==> config.mk <==
export PLATFORM = sky130hd
export DESIGN_NAME = gbim_control
export DESIGN_NICKNAME = d
export VERILOG_FILES = /design/src/design/gbim_pkg.sv /design/src/design/gbim_control.sv
export SDC_FILE = /design/constraint.sdc
export NUM_CORES = 1
export LEC_CHECK = 0
export BUFFER_PORTS_ARGS = -buffer_cell sky130_fd_sc_hd__buf_2
export CORE_MARGIN = 3
export CORE_UTILIZATION = 35
export CTS_BUF_LIST = sky130_fd_sc_hd__clkbuf_8
export DETAILED_ROUTE_END_ITERATION = 12
export PLACE_DENSITY_LB_ADDON = 0.15
export SYNTH_ARGS = -nofsm -noshare
export SYNTH_HDL_FRONTEND = slang
export SYNTH_SLANG_ARGS = --single-unit
==> constraint.sdc <==
create_clock -name clk -period 1.2 [get_ports clk]
set_input_delay 0.06 -clock clk [delete_from_list [all_inputs] [get_ports clk]]
set_output_delay 0.06 -clock clk [all_outputs]
set_load 0.02 [all_outputs]
==> src/design/gbim_pkg.sv <==
// ----------------------------------------------------------------------------
// gbim_pkg
// shared constants, codes and command/status types of the box matcher
// ----------------------------------------------------------------------------
package gbim_pkg;

  localparam int MaxSegments = 16;
  localparam int SegIdxW     = $clog2(MaxSegments);
  localparam int SegCntW     = $clog2(MaxSegments + 1);

  localparam logic [1:0] REQ_CLEAR  = 2'd0;
  localparam logic [1:0] REQ_ADD    = 2'd1;
  localparam logic [1:0] REQ_MATCH  = 2'd2;
  localparam logic [1:0] REQ_UNUSED = 2'd3;

  localparam logic [1:0] ST_MATCHED  = 2'd0;
  localparam logic [1:0] ST_NO_MATCH = 2'd1;
  localparam logic [1:0] ST_SMALL    = 2'd2;
  localparam logic [1:0] ST_INVALID  = 2'd3;

  localparam logic [1:0] CFG_IOU   = 2'd0;
  localparam logic [1:0] CFG_DIST  = 2'd1;
  localparam logic [1:0] CFG_MINW  = 2'd2;
  localparam logic [1:0] CFG_MINH  = 2'd3;

  typedef struct packed {
    logic                load;     // capture the input item
    logic                clear;
    logic                add;
    logic                scan_start;
    logic                scan_step;  // evaluate entry at scan index
    logic                pass2;      // fallback distance pass
    logic                div_start;
    logic                finish;     // build result
  } gbim_cmd_t;

  typedef struct packed {
    logic                box_valid;
    logic                table_full;
    logic                scan_last;
    logic                cand;       // evaluated entry is unused and stored
    logic                div_done;
    logic                found;
  } gbim_sts_t;

endpackage

==> src/design/gbim_control.sv <==
// ----------------------------------------------------------------------------
// gbim_control
// request sequencer: iou scan pass over the table, distance pass if nothing matched, result handoff
// ----------------------------------------------------------------------------
module gbim_control (
  input  logic                clk,
  input  logic                rst,
  input  logic                in_valid,
  input  logic [1:0]          in_req,
  output logic                in_stall,
  output logic                out_valid,
  input  logic                out_stall,
  output gbim_pkg::gbim_cmd_t cmd,
  input  gbim_pkg::gbim_sts_t sts
);
  localparam logic [3:0] S_IDLE = 4'd0, S_DEC = 4'd1, S_STEP1 = 4'd2,
    S_EVAL1 = 4'd3, S_DIV = 4'd4, S_PASS2 = 4'd5, S_STEP2 = 4'd6,
    S_EVAL2 = 4'd7, S_FIN = 4'd8, S_OUT = 4'd9;

  logic [3:0] state, state_next;
  logic [1:0] req;
  logic       last;
  logic       ov_next;

  assign in_stall = rst || (state != S_IDLE) || (out_valid && out_stall);

  always_ff @(posedge clk) begin
    if (rst) begin
      state <= S_IDLE; out_valid <= 1'b0;
    end else begin
      state <= state_next; out_valid <= ov_next;
    end
  end

  always_ff @(posedge clk) begin
    if (cmd.load) req <= in_req;
    if (cmd.scan_step) last <= sts.scan_last;
  end

  always_comb begin
    cmd = '0;
    state_next = state;
    ov_next = out_valid && out_stall;
    case (state)
      S_IDLE: begin
        if (in_valid && !in_stall) begin
          cmd.load = 1'b1; state_next = S_DEC;
        end
      end
      S_DEC: begin
        state_next = S_IDLE;
        case (req)
          gbim_pkg::REQ_CLEAR: cmd.clear = 1'b1;
          gbim_pkg::REQ_ADD: cmd.add = sts.box_valid && !sts.table_full;
          gbim_pkg::REQ_MATCH: begin
            cmd.scan_start = 1'b1;
            state_next = sts.box_valid ? S_STEP1 : S_FIN;
          end
          default: ;
        endcase
      end
      S_STEP1: begin cmd.scan_step = 1'b1; state_next = S_EVAL1; end
      S_EVAL1: begin
        if (sts.cand) begin
          cmd.div_start = 1'b1; state_next = S_DIV;
        end else begin
          state_next = last ? S_PASS2 : S_STEP1;
        end
      end
      S_DIV: begin
        if (sts.div_done) state_next = last ? S_PASS2 : S_STEP1;
      end
      S_PASS2: begin
        if (sts.found) begin
          state_next = S_FIN;
        end else begin
          cmd.pass2 = 1'b1; cmd.scan_start = 1'b1; state_next = S_STEP2;
        end
      end
      S_STEP2: begin
        cmd.pass2 = 1'b1; cmd.scan_step = 1'b1; state_next = S_EVAL2;
      end
      S_EVAL2: begin
        cmd.pass2 = 1'b1;
        state_next = last ? S_FIN : S_STEP2;
      end
      S_FIN: begin cmd.finish = 1'b1; state_next = S_OUT; end
      S_OUT: begin
        if (!(out_valid && out_stall)) begin
          ov_next = 1'b1; state_next = S_IDLE;
        end
      end
      default: state_next = S_IDLE;
    endcase
  end
endmodule

==> flow_metrics.tcl <==
set metrics [dict create \
    status "complete, but fails checks" \
    violations "hold timing, setup timing" \
    cp-start-kind "flip-flop" \
    layout-drive-gt1-share_pct 64.9 \
    ys_types 36 \
    avgSynthCellArea_sq_um 8.63 \
    wl_mm 2.17 \
    hp-class "primary input to flip-flop" \
    clk_pin_slew_worst_paths_ns 0.05 \
    coreArea_sq_um 1520 \
    worst_ep_required_time_ns 1.14 \
    antenna_found_initial 0 \
    grt_pass1_wl_mm 3.13 \
    diodes 0 \
    finalSetupViolCount 13 \
    nets 127 \
    cts.sinks 8 \
    fp.dieH_um 46.6 \
    drcViolationCount 0 \
    worstPathArrival_ns 1.33 \
    crit_fanout 7 \
    synthAdderAreaFrac_pct 0 \
    firstDrtPassIters 3 \
    slew_headroom_pct 80.7 \
    synth_fp_nets 79 \
    synth_mux_area_share_pct 1.73 \
    drv_cap 0 \
    vias 709 \
    routed_via_density 5.45 \
    antenna_left 0 \
    syn_area_sq_um 578 \
    synth_top_family_by_area "simple AND/OR/NAND/NOR gates" \
    cts_htree_levels 1 \
    tightest_slew_ns 0.289 \
    io_buffers 21 \
    final-hold-violation-count 1 \
    synthCells 67 \
    multi_input_area_sq_um 443 \
    dp_hpwl_mm 1.21 \
    gp_congestion 0.916 \
    synth_edf_count 3 \
    cts_tree "yes" \
    fin_skew_ns 0.000810 \
    yosysWarnings 0 \
    rows 14 \
    routedWlPerCell_um 16.7 \
    timing_max_transition_violations_final 0 \
    grt_pass1_vias 708 \
    crit_type "flip-flop to primary output" \
    ys_seq_area_share_pct 32.9 \
    fin_cells 130 \
    initial_core_util_pct 37.9 \
    peakVddDrop_uv 822 \
    die_w_um 46.6 \
    area_growth_pct 92.9 \
    utilization_pct 73.2 \
    layout_setup_ws_ns -0.194 \
    timing.fmax_mhz 718 \
    nFillCells 106 \
    synth-seq-cells 8 \
    clk_latency_ns 0.24 \
    drt_iter0_drc 9 \
    rsz0062_at_grt "yes" \
    cts_max_path_buffers 2 \
    synth_simple_gate_area_share_pct 30.7 \
    p_per_area_nw_per_um2 776 \
    ys.flop_type "dfxtp_1" \
    io_pins 22 \
    dp_cells 116 \
    seq_area_sq_um 206 \
    root_buffer "clkbuf_8" \
    holdWs_ns -0.0000773 \
    grt_usage_pct 20.8 \
    layout_worst_path_cycle_share_pct 116 \
    cts-buffers-inserted 3 \
    grt_overflow 0 \
    period_needed_ns 1.39 \
    grt_max_degree 9 \
    p_leak_uw 0.000481 \
    place_ws_ns -0.182 \
    die_area_sq_um 2180 \
    synth-xor-area-share_pct 0 \
    setup.worst_path.end_class "primary output" \
    async_reset_ff_share_pct 0 \
    synth_compound_area_share_pct 24.0 \
]
[flip-flops by register name, summed over array words and instances (netlist names)]
name / flops
last: 1
out_valid: 1
req: 2
state: 4
[routing by layer]
metal  share of wire [%]  GRT usage, %
met1                  39          24.1
met2                  50          34.6
met3                 6.0          5.86
met4                 4.4          9.94
met5                   0             0
[critical path, stage by stage (launching register included)]
cell	delay (ns)
dfxtp_4	0.38
or3b_4	0.43
nor2_4	0.14
buf_6	0.14
[path summary, 6_finish.rpt]
| path | startpoint | endpoint | slack, ns | cells past startpoint |
|---|---|---|---|---|
| setup reg to reg | state[1] | state[0] | -0.16 | 5 |
| setup / recovery | state[1] | cmd[0] | -0.19 | 3 |
| hold reg to reg | out_valid | out_valid | 0.60 | 2 |
| hold / removal | in_req[1] | req[1] | -0.00008 | 1 |
[layout make-up]
cell class,instances,share of cell area [%]
clock inverters,1,0.337
clock buffers,3,3.70
inverters,5,1.68
repair buffers,48,34.2
well taps,16,1.80
multi-input cells,49,39.7
flip-flops and latches,8,18.5
[cell usage in the layout, fill, tap and decap left out, drive strengths merged]
| cell | netlist | layout |
|---|---|---|
| o21bai | 1 | 1 |
| a21oi | 4 | 4 |
| nor3 | 4 | 4 |
| edfxtp | 3 | 3 |
| nand2b | 2 | 2 |
| a31oi | 1 | 1 |
| o22ai | 2 | 2 |
| a21o | 1 | 1 |
| o21ai | 1 | 1 |
| nand4bb | 1 | 1 |
| nor2b | 2 | 2 |
| or3b | 2 | 2 |
| o32ai | 2 | 2 |
| clkbuf | 0 | 3 |
| a211o | 1 | 1 |
| a211oi | 1 | 1 |
| o221a | 1 | 1 |
| inv | 5 | 6 |
| and3 | 1 | 1 |
| a22oi | 1 | 1 |
| nor2 | 5 | 5 |
| dlygate4sd3 | 0 | 2 |
| a32o | 1 | 1 |
| and4b | 1 | 1 |
| nand2 | 5 | 5 |
| mux2i | 1 | 1 |
| o31ai | 1 | 1 |
| nand4b | 1 | 1 |
| or2 | 1 | 1 |
| nor3b | 1 | 1 |
| nor4 | 2 | 2 |
| dfxtp | 5 | 5 |
| buf | 5 | 46 |
| nand3 | 2 | 2 |
[report_power, final]
group	total (uW)	internal (uW)	switching (uW)
logic	215	114	101
clock network	353	224	130
registers	296	286	10.8
[stage by stage]
step,cell area [sq um],setup TNS (ns),power [uW]
floorplan,639,-0.275,394
global placement,846,-0.918,461
detailed placement,846,-1.22,463
CTS,1050,-1.20,836
global route,1110,-2.29,902
finish,1110,-1.50,865
[synth_stat cells, types with 3 or more instances]
cell,n,share of area (%)
a21oi_1,4,3.5
dfxtp_1,5,17
edfxtp_1,3,16
inv_1,4,2.6
nand2_1,5,3.2
nor2_1,3,1.9
nor3_1,4,3.5
[logic make-up (layout without fill, tap and decap cells)]
logic type             Yosys count  in the layout
buffers and inverters           10             57
and+or+nand+nor                 30             30
AOI/OAI and AO/OA               18             18
muxes                            1              1
DFF                              8              8
[timing repair]
action / in CTS / in global routing
resized for setup: 34 / 9
setup endpoints to repair: 16 / 15
hold endpoints to repair: 1 / 1
pin swaps: 3 / 5
hold buffers: 1 / 1
buffers inserted: 6 / 2
Power figures use the tool's default switching activity.
